### src/design/mpsm_pkg.sv
// ----------------------------------------------------------------------------
// mpsm_pkg
// Shared types and constants of the multi-pattern string matcher.
// ----------------------------------------------------------------------------
package mpsm_pkg;

	localparam int NODES_DEF    = 4096;
	localparam int ALPHABET_DEF = 26;
	localparam int KIND_W       = 3;
	localparam int SYM_W        = 5;
	localparam int TOTAL_W      = 16;

	localparam logic [KIND_W-1:0] KIND_CLEAR = 3'd0;
	localparam logic [KIND_W-1:0] KIND_PSYM  = 3'd1;
	localparam logic [KIND_W-1:0] KIND_PEND  = 3'd2;
	localparam logic [KIND_W-1:0] KIND_BUILD = 3'd3;
	localparam logic [KIND_W-1:0] KIND_TSYM  = 3'd4;

	typedef enum logic [2:0] {
		OP_CLEAR,
		OP_PSYM,
		OP_PEND,
		OP_BUILD,
		OP_TSYM,
		OP_NOP
	} op_t;

	typedef struct packed {
		op_t              op;
		logic [SYM_W-1:0] sym;
	} front_item_t;

	typedef struct packed {
		logic        valid;
		front_item_t item;
	} front_q_t;

	typedef enum logic [4:0] {
		ST_IDLE,
		ST_ROW,
		ST_PRD,
		ST_PCHK,
		ST_ERD,
		ST_ECHK,
		ST_TRD,
		ST_TCHK,
		ST_ORD,
		ST_OCHK,
		ST_BSYM_RD,
		ST_BSYM_CHK,
		ST_BW_RD,
		ST_BW_CHK,
		ST_BNEXT,
		ST_BPOP_RD,
		ST_BPOP_Q,
		ST_BPOP_F,
		ST_MARK,
		ST_DONE
	} state_t;

endpackage

### src/design/mpsm_front.sv
// ----------------------------------------------------------------------------
// mpsm_front
// Accepts items, classifies them into operations and holds them in a
// two-entry queue toward the engine.
// ----------------------------------------------------------------------------
module mpsm_front #(
	parameter int ALPHABET = mpsm_pkg::ALPHABET_DEF
) (
	input  logic                        clk,
	input  logic                        arst_n,
	input  logic                        in_valid,
	output logic                        in_ready,
	input  logic [mpsm_pkg::KIND_W-1:0] kind,
	input  logic [mpsm_pkg::SYM_W-1:0]  symbol,
	output mpsm_pkg::front_q_t          q_head,
	input  logic                        q_pop
);
	import mpsm_pkg::*;

	front_item_t ent_q [2];
	logic        wr_q;
	logic        rd_q;
	logic [1:0]  cnt_q;
	front_item_t cls;
	logic        sym_ok;
	logic        push;
	logic        pop;

	assign sym_ok = {4'b0, symbol} < 9'(ALPHABET);

	always_comb begin
		cls.sym = symbol;
		case (kind)
			KIND_CLEAR: cls.op = OP_CLEAR;
			KIND_PSYM:  cls.op = sym_ok ? OP_PSYM : OP_NOP;
			KIND_PEND:  cls.op = OP_PEND;
			KIND_BUILD: cls.op = OP_BUILD;
			KIND_TSYM:  cls.op = sym_ok ? OP_TSYM : OP_NOP;
			default:    cls.op = OP_NOP;
		endcase
	end

	assign in_ready     = (cnt_q != 2'd2);
	assign push         = in_valid && in_ready;
	assign pop          = q_pop && (cnt_q != 2'd0);
	assign q_head.valid = (cnt_q != 2'd0);
	assign q_head.item  = ent_q[rd_q];

	always_ff @(posedge clk) begin
		if (push) ent_q[wr_q] <= cls;
	end

	always_ff @(posedge clk or negedge arst_n) begin
		if (!arst_n) begin
			wr_q  <= 1'b0;
			rd_q  <= 1'b0;
			cnt_q <= 2'd0;
		end else begin
			if (push) wr_q <= ~wr_q;
			if (pop) rd_q <= ~rd_q;
			cnt_q <= cnt_q + {1'b0, push} - {1'b0, pop};
		end
	end

endmodule

### config.mk
export PLATFORM = sky130hd
export DESIGN_NAME = mpsm_front
export DESIGN_NICKNAME = d
export VERILOG_FILES = /design/src/design/mpsm_pkg.sv /design/src/design/mpsm_front.sv
export SDC_FILE = /design/constraint.sdc
export NUM_CORES = 1
export LEC_CHECK = 0
export BUFFER_PORTS_ARGS = -buffer_cell sky130_fd_sc_hd__buf_4
export CORE_MARGIN = 4
export CORE_UTILIZATION = 45
export CTS_BUF_LIST = sky130_fd_sc_hd__clkbuf_2
export CTS_CLUSTER_SIZE = 25
export DETAILED_ROUTE_END_ITERATION = 12
export PLACE_DENSITY_LB_ADDON = 0.15
export SLEW_MARGIN = 20
export SYNTH_ARGS = -nofsm -noshare
export SYNTH_HDL_FRONTEND = slang
export SYNTH_SLANG_ARGS = --single-unit
### constraint.sdc
create_clock -name clk -period 1.3 [get_ports clk]
set_clock_uncertainty 0.05 [all_clocks]
set_input_delay 0.065 -clock clk [delete_from_list [all_inputs] [get_ports clk]]
set_output_delay 0.065 -clock clk [all_outputs]
set_load 0.05 [all_outputs]
# ---- Word-level counts from Yosys, hierarchy flattened
# Memories as Yosys holds them, arrays and structs flattened.
# Index checks and enable logic that the tools add are counted.
dict set report totals {
  ff_bits 4
  mem_bits_rw 16
  elab_cells 23
  n_memories 1
}
# memory words word_bits read_ports rd_ports_with_merged_regs write_ports line
set memory_table {}
lappend memory_table {ent_q 2 8 1 0 1 mpsm_front.sv:20} ;# front_item_t ent_q [2];
dict set report op_classes {
  n_addsub 2
  magnitude_cmp 1
  eq_ne 5
  n_mux 5
  bitwise 2
  reduce_logical 4
}
# cell n
set op_table {}
lappend op_table {{3-bit case mux with 5 select lines} 1}
lappend op_table {{3-bit by 2-bit equality test with 1-bit output (second input constant)} 2}
lappend op_table {{5-bit less-than comparator (second input constant)} 1}
lappend op_table {{3-bit by 1-bit equality test with 1-bit output (second input constant)} 1}
lappend op_table {{3-bit equality test (second input constant)} 1}
lappend op_table {{3-bit zero test} 1}
lappend op_table {{1-bit two-way mux} 3}
lappend op_table {{3-bit two-way mux} 1}
lappend op_table {{2-bit by 1-bit adder with 2-bit output} 1}
lappend op_table {{1-bit logical AND} 2}
lappend op_table {{2-bit != test (second input constant)} 1}
lappend op_table {{1-bit NOT} 2}
lappend op_table {{2-bit nonzero test} 1}
lappend op_table {{2-bit by 1-bit subtractor with 2-bit output} 1}

# ---- Longest topological paths before layout
# Gate-level depths: netlist of the first run.
dict set report logic_depth {
  word_depth 4
  mapped_depth 5
  mapped_depth_nobuf 5
}

# ---- Worst setup path after synthesis of the first run
# No wires, ideal clock.
dict set report synth_timing {
  path_kind {register to register}
  from {register cnt_q[0]}
  to {memory ent_q[0][0] (netlist bit), enable pin}
  setup_time_ps 370
  t_arrival_ps 1429
  required_ps 880
  path_slack_ps -550
  path_stages_with_launch 4
  path_buffers 0
  synth_period_minus_slack_ps 1850
  path_cell_list {dfrtp_1 nand2b_1 nand2_1 nor2_1}
}
dict set report synth_between {
  elab_chain_len 4
}
# element line
set synth_lines {}
lappend synth_lines {{start: declaration} mpsm_front.sv:23} ;# logic [1:0] cnt_q;
lappend synth_lines {{start signal: assignment} mpsm_front.sv:61} ;# cnt_q <= cnt_q + {1'b0, push} - {1'b0, pop};
lappend synth_lines {{2-bit != test} mpsm_front.sv:43} ;# assign in_ready = (cnt_q != 2'd2);
lappend synth_lines {{named net in_ready} mpsm_front.sv:12} ;# output logic in_ready,
lappend synth_lines {{1-bit logical AND} mpsm_front.sv:44} ;# assign push = in_valid && in_ready;
lappend synth_lines {{1-bit two-way mux} mpsm_front.sv:50} ;# if (push) ent_q[wr_q] <= cls;
lappend synth_lines {{1-bit two-way mux (implied by the code)} mpsm_front.sv:50}
lappend synth_lines {{end: declaration} mpsm_front.sv:20}
# The timed path passes the listed nets, and every way through them passes these cells.

==> flow_metrics.tcl, run 1 <==
set metrics [dict create \
    place.gp.congestion 0.716 \
    combPwrFrac_pct 56.0 \
    fin_area_mm2 0.00136 \
    cts-root-buf "clkbuf_2" \
    drtIter0Drc 10 \
    reg2reg_depth 5 \
    yosysUniqueCellTypes 20 \
    tns_ps -1400 \
    layout-drive-gt1-share_pct 58.9 \
    diodes 0 \
    std_cell_rows 15 \
    antenna_found_initial 0 \
    finalNonFillerCells 120 \
    die_w_um 51 \
    synth_top_area_cell "edfxtp_1" \
    power_mw 3.32 \
    setup_violations 20 \
    synth_edf_count 16 \
    fin_util_pct 78.1 \
    synthTopCellsByArea "edfxtp_1 58%, dfrtp_1 12%, mux2_2 11%" \
    relSlewSlack_pct 86.0 \
    fin_nets 109 \
    grt_pass1_vias 618 \
    synth_area_um2 832 \
    hold_ws_ps 36.7 \
    swShare_pct 38.0 \
    rsz0062_at_grt "true" \
    power.density_mw_per_mm2 2440 \
    worstMarginPinSlew_ps 210 \
    cp_slowest_stage_delay_ps 460 \
    timing.fmax_mhz 683 \
    critPathKind "flip-flop to output port" \
    crit_path_end_kind "output port" \
    p_int_mw 2.06 \
    p_clk_share_pct 13.4 \
    fp.dieH_um 51 \
    clock_path_buffers 2 \
    cp_data_required_time_ps 1190 \
    drcViolationCount 0 \
    dpl_worst_slack_ps -35.7 \
    hpwl_mm 1.06 \
    viasPerCell 4.93 \
    power.leakage_nw 0.558 \
    syn2layout_area_growth_pct 63.8 \
    core_mm2 0.00175 \
    syn-mean-instance-area_um2 15.7 \
    overflow 0 \
    final-hold-violation-count 0 \
    postPlaceCellArea_mm2 0.00105 \
    syn_nets 66 \
    synth_common_cells "16 x edfxtp_1, 8 x mux2_2, 4 x dfrtp_1, 4 x nor2_1, 3 x xnor2_1" \
    dieArea_mm2 0.00260 \
    seqPwrFrac_pct 30.6 \
    synth_top_area_share_pct 57.7 \
    finalCritPeriodShare_pct 113 \
    grt_pass1_wl_mm 2.83 \
    worst_ep_arrival_time_ps 1350 \
    cts.sinks 20 \
    seq_area_frac_synth_pct 69.8 \
    h-tree-depth 1 \
    worstReg2RegStart "cnt_q[0]$_DFF_PN0_" \
    synth-seq-cells 20 \
    clk_latency_ps 300 \
    ant_nets 0 \
    cp-start-kind "flip-flop" \
    routed-via-count 592 \
    dpl.cell_count 99 \
    timing.final.crit_period_ps 1460 \
    cts_tree "built" \
    cts_buffers 3 \
    worstReg2RegEnd "ent_q[0][1]$_DFFE_PP_" \
    grtUsageTotal_pct 14.5 \
    critical_path_peak_fanout 5 \
    vdd_drop_max_uv 1370 \
    slew_viol_final 0 \
    routed_wl_mm 1.69 \
    path_clk_slew_ps 190 \
    cap_violations 0 \
    status "finished, violations left" \
    crit_chain "buf_6, mux2_4, buf_8" \
    drt_pre_antenna_iters 4 \
    crit_slowest_cell "dfrtp_2" \
    hold_class "input pin to asynchronous set/reset pin" \
    power.net_switching_mw 1.26 \
    violations "negative setup slack" \
    synth.most_common_cell "edfxtp_1" \
    io_buffers 21 \
    num_io_pins 22 \
    initial_core_util_pct 47.7 \
    synthArstFlopShare_pct 20.0 \
    post_drt_wl_per_cell_um 14.0 \
    grt_max_degree 13 \
    setup_slack_ps -164 \
    ys_warn_count 0 \
    ys.flop_type "edfxtp_1" \
    synth_cells 53 \
    reg2reg_slack_ps -20 \
]
[what timing repair did]
action / CTS / global route
pin swaps: 5 / 6
setup buffers: 4 / 4
hold buffers: 8 / 1
setup endpoints to repair: 11 / 28
gates resized for setup: 25 / 5
endpoints found under the hold margin: 17 / 2
[worst max-delay path by stage]
stage / cells past startpoint / start / end / slack, ps
floorplan: 3 / cnt_q[0]$_DFF_PN0_ / ent_q[0][0]$_DFFE_PP_ / -2
global placement: 5 / cnt_q[1]$_DFF_PN0_ / cnt_q[1]$_DFF_PN0_ / 20
detailed placement: 5 / cnt_q[1]$_DFF_PN0_ / cnt_q[1]$_DFF_PN0_ / -40
CTS: 3 / rd_q$_DFFE_PN0P_ / q_head[3] / -160
global route: 3 / rd_q$_DFFE_PN0P_ / q_head[5] / -230
finish: 3 / rd_q$_DFFE_PN0P_ / q_head[5] / -160
[final cells by class]
type / count / area, um^2
fillers: 103 / 383
well taps: 25 / 31.3
multi-input cells: 31 / 308
flip-flops and latches: 20 / 583
clock inverters: 1 / 30.0
inverters: 1 / 3.75
repair buffers: 39 / 392
clock buffers: 3 / 15.0
[flip-flops by register name (all words and copies together), names as in the netlist]
signal  cells
ent_q      16
cnt_q       2
rd_q        1
wr_q        1
[cells in the final DEF (no fill, tap or decap), drive strengths merged, types with 2 or more instances in the layout]
| cell | instances |
|---|---|
| clkbuf | 3 |
| o21ai | 2 |
| dfrtp | 4 |
| nand2b | 2 |
| dlygate4sd3 | 9 |
| nor2 | 4 |
| xnor2 | 3 |
| mux2 | 8 |
| nand2 | 2 |
| edfxtp | 16 |
| buf | 30 |
[power by group through the flow]
stage / sequential [mW] / clock, mW / combinational (mW)
floorplan: 0.989 / 0 / 0.994
global placement: 1.04 / 0 / 1.27
detailed placement: 1.06 / 0 / 1.29
CTS: 1.00 / 0.452 / 1.69
global route: 1.03 / 0.485 / 1.96
finish: 1.01 / 0.445 / 1.86
[critical path: cells and delay by family, from the launching register on]
kind / cells / cell delay [ps]
flops: 1 / 460
mux: 1 / 300
buf+inv: 2 / 290
[metal layers]
layer	vias up	wire, um	GRT usage (%)
met5	-	0	0
met4	0	0	2.69
met3	0	54	2.62
met2	16	893	25.5
met1	295	737	18.5
li1	281	-	-
[kinds of logic (layout without fill, tap and decap cells)]
logic type	count (synthesis)	count (layout)	synth area share [%]
fa+ha+maj	1	1	1.50
flops	20	20	69.8
mux	8	8	10.8
buf+inv	2	44	1.05
simple gates	12	12	7.07
compound gates	7	7	6.62
xor+xnor	3	3	3.16
No activity file was read; power rests on OpenSTA's default activity.
==> run 2, diff against run 1 <==
--- a/config.mk
+++ b/config.mk
@@ -12,6 +12,7 @@
 export CTS_CLUSTER_SIZE = 25
 export DETAILED_ROUTE_END_ITERATION = 12
 export PLACE_DENSITY_LB_ADDON = 0.15
+export REMOVE_ABC_BUFFERS = 1
 export SLEW_MARGIN = 20
 export SYNTH_ARGS = -nofsm -noshare
 export SYNTH_HDL_FRONTEND = slang
==> flow_metrics.tcl, run 2 (synthesis gave the netlist of run 1 again) <==
set metrics [dict create \
    layout-drive-gt1-share_pct 58.3 \
    critical_path_peak_fanout 5 \
    fin_area_mm2 0.00134 \
    hold_class "input pin to asynchronous set/reset pin" \
    drtIter0Drc 0 \
    cap_violations 0 \
    finalCritPeriodShare_pct 112 \
    num-fill-cells 120 \
    layout_common_cells "16 x edfxtp_1, 16 x buf_4, 10 x buf_6, 9 x dlygate4sd3_1, 5 x mux2_2" \
    worstMarginPinSlew_ps 217 \
    h-tree-depth 1 \
    grt_pass1_vias 619 \
    place.gp.congestion 0.716 \
    rsz0062_at_grt "true" \
    critPathKind "flip-flop to output port" \
    diodes 0 \
    grtUsageTotal_pct 14.6 \
    postPlaceCellArea_mm2 0.00106 \
    core_mm2 0.00175 \
    power.leakage_nw 0.557 \
    initial_core_util_pct 47.7 \
    std_cell_rows 15 \
    grt_pass1_wl_mm 2.83 \
    cp_data_required_time_ps 1190 \
    final-hold-violation-count 0 \
    antenna_found_initial 0 \
    largest_reg_flops 16 \
    dpl_worst_slack_ps 6.97 \
    grt_max_degree 12 \
    cts-root-buf "clkbuf_2" \
    path_clk_slew_ps 180 \
    slew_viol_final 0 \
    power.density_mw_per_mm2 2350 \
    relSlewSlack_pct 85.5 \
    cp-start-kind "flip-flop" \
    power_mw 3.14 \
    crit_path_end_kind "output port" \
    violations "negative setup slack" \
    fp.dieH_um 51 \
    post_drt_wl_per_cell_um 14.7 \
    setup_slack_ps -154 \
    overflow 0 \
    vdd_drop_max_uv 1450 \
    cts_buffers 3 \
    tns_ps -1140 \
    ant_nets 0 \
    drt_pre_antenna_iters 1 \
    largest_register "ent_q" \
    status "finished, violations left" \
    io_buffers 21 \
    num_io_pins 22 \
    reg_top3 "ent_q (16), cnt_q (2)" \
    cts.sinks 20 \
    hpwl_mm 1.05 \
    syn2layout_area_growth_pct 61.1 \
    fin_nets 110 \
    timing.final.crit_period_ps 1450 \
    drcViolationCount 0 \
    routed_wl_mm 1.78 \
    setup_violations 11 \
    clk_latency_ps 280 \
    viasPerCell 4.70 \
    worst_ep_arrival_time_ps 1340 \
    dieArea_mm2 0.00260 \
    die_w_um 51 \
    routed-via-count 569 \
    timing.fmax_mhz 688 \
    cts_tree "built" \
    clock_path_buffers 2 \
]
[run 2: cell count changes in the layout (fill, tap and decap cells not counted), moves of 2 or more]
cell,previous run,this run
mux2_2,7,5
buf_4,14,16
mux2_4,1,3
buf_6,13,10
buf_8,2,4
[run 2: layer usage]
metal  up-vias  global-route usage [%]  wire, um
met5         -                       0         0
met4         0                    2.69         0
met3         0                    2.62        57
met2        12                    26.6       975
met1       274                    18.0       742
li1        283                       -         -
[run 2: path summary, 6_finish.rpt]
| check | end | cells past startpoint | slack (ps) | from |
|---|---|---|---|---|
| setup / recovery | q_head[4] | 3 | -150 | rd_q$_DFFE_PN0P_ |
| hold / removal | wr_q$_DFFE_PN0P_ | 2 | 30 | arst_n |
| setup reg to reg | cnt_q[1]$_DFF_PN0_ | 6 | 0 | cnt_q[0]$_DFF_PN0_ |
| hold reg to reg | wr_q$_DFFE_PN0P_ | 1 | 500 | wr_q$_DFFE_PN0P_ |
| max in group asynchronous | rd_q$_DFFE_PN0P_ | 2 | 1050 | arst_n |
| min in group clk | wr_q$_DFFE_PN0P_ | 3 | 50 | in_valid |
[run 2: layout make-up]
class / instances / area, um^2 / share of cell area [%]
Tap cell: 25 / 31.3 / 2.33
Inverter: 1 / 3.75 / 0.280
Multi-Input combinational cell: 31 / 299 / 22.3
Clock buffer: 3 / 15.0 / 1.12
Sequential cell: 20 / 584 / 43.6
Timing Repair Buffer: 40 / 403 / 30.1
Clock inverter: 1 / 3.75 / 0.280
[run 2: repair_timing]
| action | 4_1_cts | 5_1_grt |
|---|---|---|
| resized for setup | 15 | 22 |
| gates cloned | 0 | 0 |
| endpoints found under the hold margin | 19 | 2 |
| setup endpoints to repair | 16 | 28 |
| setup buffers | 4 | 2 |
| hold buffers | 8 | 1 |
| pin swaps | 1 | 3 |
[run 2: power breakdown]
group,switching (mW),leakage (nW),internal [mW]
sequential,0.119,0.193,0.902
combinational,0.962,0.350,0.918
clock,0.175,0.0140,0.0670
[run 2: stage by stage]
step / util [%] / std cells / hold WS, ps
6_report: 76.8 / 121 / 34.3
5_1_grt: 76.8 / 121 / 10.5
2_1_floorplan: - / 52 / -281
3_5_place_dp: 60.6 / 102 / -183
3_3_place_gp: 60.6 / 102 / -183
4_1_cts: 70.6 / 118 / 0.922
[run 2: critical path, stage by stage, from the launching register on]
cell and delay [ps]:
dfrtp_2 460, buf_6 140, mux2_4 300, buf_8 150
==> run 3, diff against run 2 <==
--- a/config.mk
+++ b/config.mk
@@ -5,6 +5,7 @@
 export SDC_FILE = /design/constraint.sdc
 export NUM_CORES = 1
 export LEC_CHECK = 0
+export ABC_AREA = 1
 export BUFFER_PORTS_ARGS = -buffer_cell sky130_fd_sc_hd__buf_4
 export CORE_MARGIN = 4
 export CORE_UTILIZATION = 45
==> flow_metrics.tcl, run 3 <==
set metrics [dict create \
    seq_area_frac_synth_pct 65.9 \
    worstReg2RegEnd "cnt_q[1]$_DFF_PN0_" \
    ant_nets 0 \
    violations "negative setup slack" \
    swShare_pct 46.9 \
    final-hold-violation-count 0 \
    cap_violations 0 \
    critical_path_buf_inv_count 1 \
    routed_wl_mm 2.14 \
    finalCritPeriodShare_pct 114 \
    hpwl_mm 1.17 \
    overflow 0 \
    routed-via-count 732 \
    path_clk_slew_ps 180 \
    worst_ep_arrival_time_ps 1650 \
    cts-root-buf "clkbuf_2" \
    initial_core_util_pct 49.4 \
    crit_slowest_cell "dfrtp_2" \
    critPathKind "flip-flop to flip-flop" \
    synth_top_area_share_pct 54.5 \
    critPathMostFrequentCell "nand2_4" \
    status "finished, violations left" \
    synth_top_area_cell "edfxtp_1" \
    timing.fmax_mhz 675 \
    cp_data_required_time_ps 1470 \
    vdd_drop_max_uv 1770 \
    num_io_pins 22 \
    crit_path_end_kind "flip-flop" \
    p_int_mw 1.92 \
    reg2reg_depth 9 \
    postPlaceCellArea_mm2 0.00112 \
    synthTopCellsByArea "edfxtp_1 55%, nand2_1 16%, dfrtp_1 11%" \
    fin_nets 153 \
    power.leakage_nw 0.690 \
    synth_common_cells "37 x nand2_1, 16 x edfxtp_1, 12 x inv_1" \
    grt_pass1_wl_mm 3.02 \
    reg2reg_slack_ps -180 \
    fin_area_mm2 0.00150 \
    critical_path_peak_fanout 4 \
    synth_cells 87 \
    antenna_found_initial 0 \
    die_w_um 52.2 \
    drcViolationCount 0 \
    syn-mean-instance-area_um2 10.1 \
    fp.dieH_um 52.2 \
    endpoint "cnt_q[1]$_DFF_PN0_" \
    grt_pass1_vias 716 \
    crit_chain "o21ai_2, nand3_1, nand2_4, ha_4, inv_2, nand2_2, nand2_4, nand3_2, nand2_1" \
    final_common_cell "buf_4" \
    reg_top3 "ent_q (16), cnt_q (2)" \
    grtUsageTotal_pct 14.9 \
    synth-seq-cells 20 \
    yosysUniqueCellTypes 16 \
    grt_max_degree 12 \
    relSlewSlack_pct 86.5 \
    timing.final.crit_period_ps 1480 \
    io_buffers 21 \
    cp_slowest_stage_delay_ps 490 \
    fin_util_pct 83.9 \
    synthArstFlopShare_pct 20.0 \
    largest_register "ent_q" \
    combPwrFrac_pct 64.2 \
    cts_buffers 3 \
    synth.most_common_cell "nand2_1" \
    largest_reg_flops 16 \
    ys_warn_count 0 \
    viasPerCell 4.46 \
    cp-start-kind "flip-flop" \
    layout_common_cells "23 x buf_4, 18 x nand2_2, 16 x nand2_1, 16 x edfxtp_1, 13 x buf_6" \
    h-tree-depth 1 \
    dieArea_mm2 0.00273 \
    place.gp.congestion 0.759 \
    ys.flop_type "edfxtp_1" \
    post_drt_wl_per_cell_um 13.0 \
    synth_area_um2 881 \
    slew_viol_final 0 \
    syn2layout_area_growth_pct 69.9 \
    setup_slack_ps -182 \
    cts_tree "built" \
    drtIter0Drc 16 \
    power.net_switching_mw 1.69 \
    diodes 0 \
    crit_path_start "cnt_q[1]$_DFF_PN0_" \
    setup_violations 28 \
    core_mm2 0.00178 \
    clk_latency_ps 310 \
    p_clk_share_pct 6.8 \
    worstReg2RegStart "cnt_q[1]$_DFF_PN0_" \
    drt_pre_antenna_iters 6 \
    seqPwrFrac_pct 29.0 \
    rsz0062_at_grt "true" \
    std_cell_rows 15 \
    crit_family "simple AND/OR/NAND/NOR gates" \
    synth_edf_count 16 \
    power.density_mw_per_mm2 2410 \
    worstMarginPinSlew_ps 202 \
    dpl_worst_slack_ps -158 \
    cts.sinks 20 \
    worst-path-stages 9 \
    clock_path_buffers 2 \
    hold_class "input pin to flip-flop" \
    layout-drive-gt1-share_pct 56.8 \
]
[run 3: cell types whose count changed after synthesis, sizes merged, moves of 2 or more]
cell    before  now
nor2         4    6
inv          1   13
nand2        2   40
mux2         8    0
xnor2        3    0
nand2b       2    0
[run 3: area by class of cell]
cell class | count | area (um^2)
Timing Repair inverter | 1 | 5.00
Fill cell | 94 | 287
Sequential cell | 20 | 583
Inverter | 13 | 53.8
Clock buffer | 3 | 15.0
Clock inverter | 1 | 3.75
Multi-Input combinational cell | 53 | 355
Tap cell | 25 | 31.3
Timing Repair Buffer | 48 | 449
[run 3: what timing repair did]
action                                 in CTS  in global routing
pin swaps                                   6                 12
hold buffers                                9                  1
gates resized for setup                    31                 25
setup endpoints to repair                  26                 29
endpoints found under the hold margin      19                  4
gates cloned                                0                  1
setup buffers                               6                  3
[run 3: cells by family (layout without fill, tap and decap cells)]
group	after synthesis	after routing	share of synthesized area, %
simple gates	48	48	23.6
buf+inv	14	66	6.11
compound gates	3	3	1.99
flops	20	20	65.9
fa+ha+maj	1	1	1.42
xor+xnor	1	1	0.994
[run 3: how the worst min path moves through the flow]
stage                 from            endpoint  slack, ps  cells after the start
detailed placement  arst_n  cnt_q[0]$_DFF_PN0_       -180                      1
finish               q_pop    rd_q$_DFFE_PN0P_         60                      4
CTS                 arst_n    rd_q$_DFFE_PN0P_         20                      2
global route         q_pop    rd_q$_DFFE_PN0P_         50                      4
floorplan           arst_n  cnt_q[0]$_DFF_PN0_       -280                      0
global placement    arst_n  cnt_q[0]$_DFF_PN0_       -180                      1
[run 3: power by group through the flow]
stage                     registers, mW  clock network [mW]  logic, mW
after CTS                          1.00               0.250       2.04
after detailed placement          0.999                   0       1.60
after floorplan                   0.993                   0       1.05
final                              1.05               0.245       2.32
after global placement            0.997                   0       1.57
after global routing               1.06               0.276       2.44
[run 3: through the flow]
step | hold WS [ps] | total power, mW | std cells | TNS [ps]
after floorplan | -281 | 2.05 | 86 | -3730
after global placement | -184 | 2.57 | 140 | -967
after detailed placement | -183 | 2.59 | 140 | -895
after CTS | 16.7 | 3.29 | 159 | -1280
after global routing | 49.0 | 3.78 | 164 | -3700
final | 59.7 | 3.61 | 164 | -2480
[run 3: worst register-to-register path: cells and delay by family (launching register included)]
kind / cells / cell delay (ps)
buffers and inverters: 1 / 30
and+or+nand+nor: 6 / 510
adders and majority gates: 1 / 140
AOI/OAI and AO/OA: 1 / 180
DFF: 1 / 490
[run 3: metal layers]
layer,share of wire [%],vias to the layer above,wire length (um),GRT usage (%)
li1,-,373,-,-
met4,0.66,0,14,2.55
met2,52,22,1120,27.4
met3,4.6,2,98,3.42
met5,0,-,0,0
met1,42,335,902,18.0
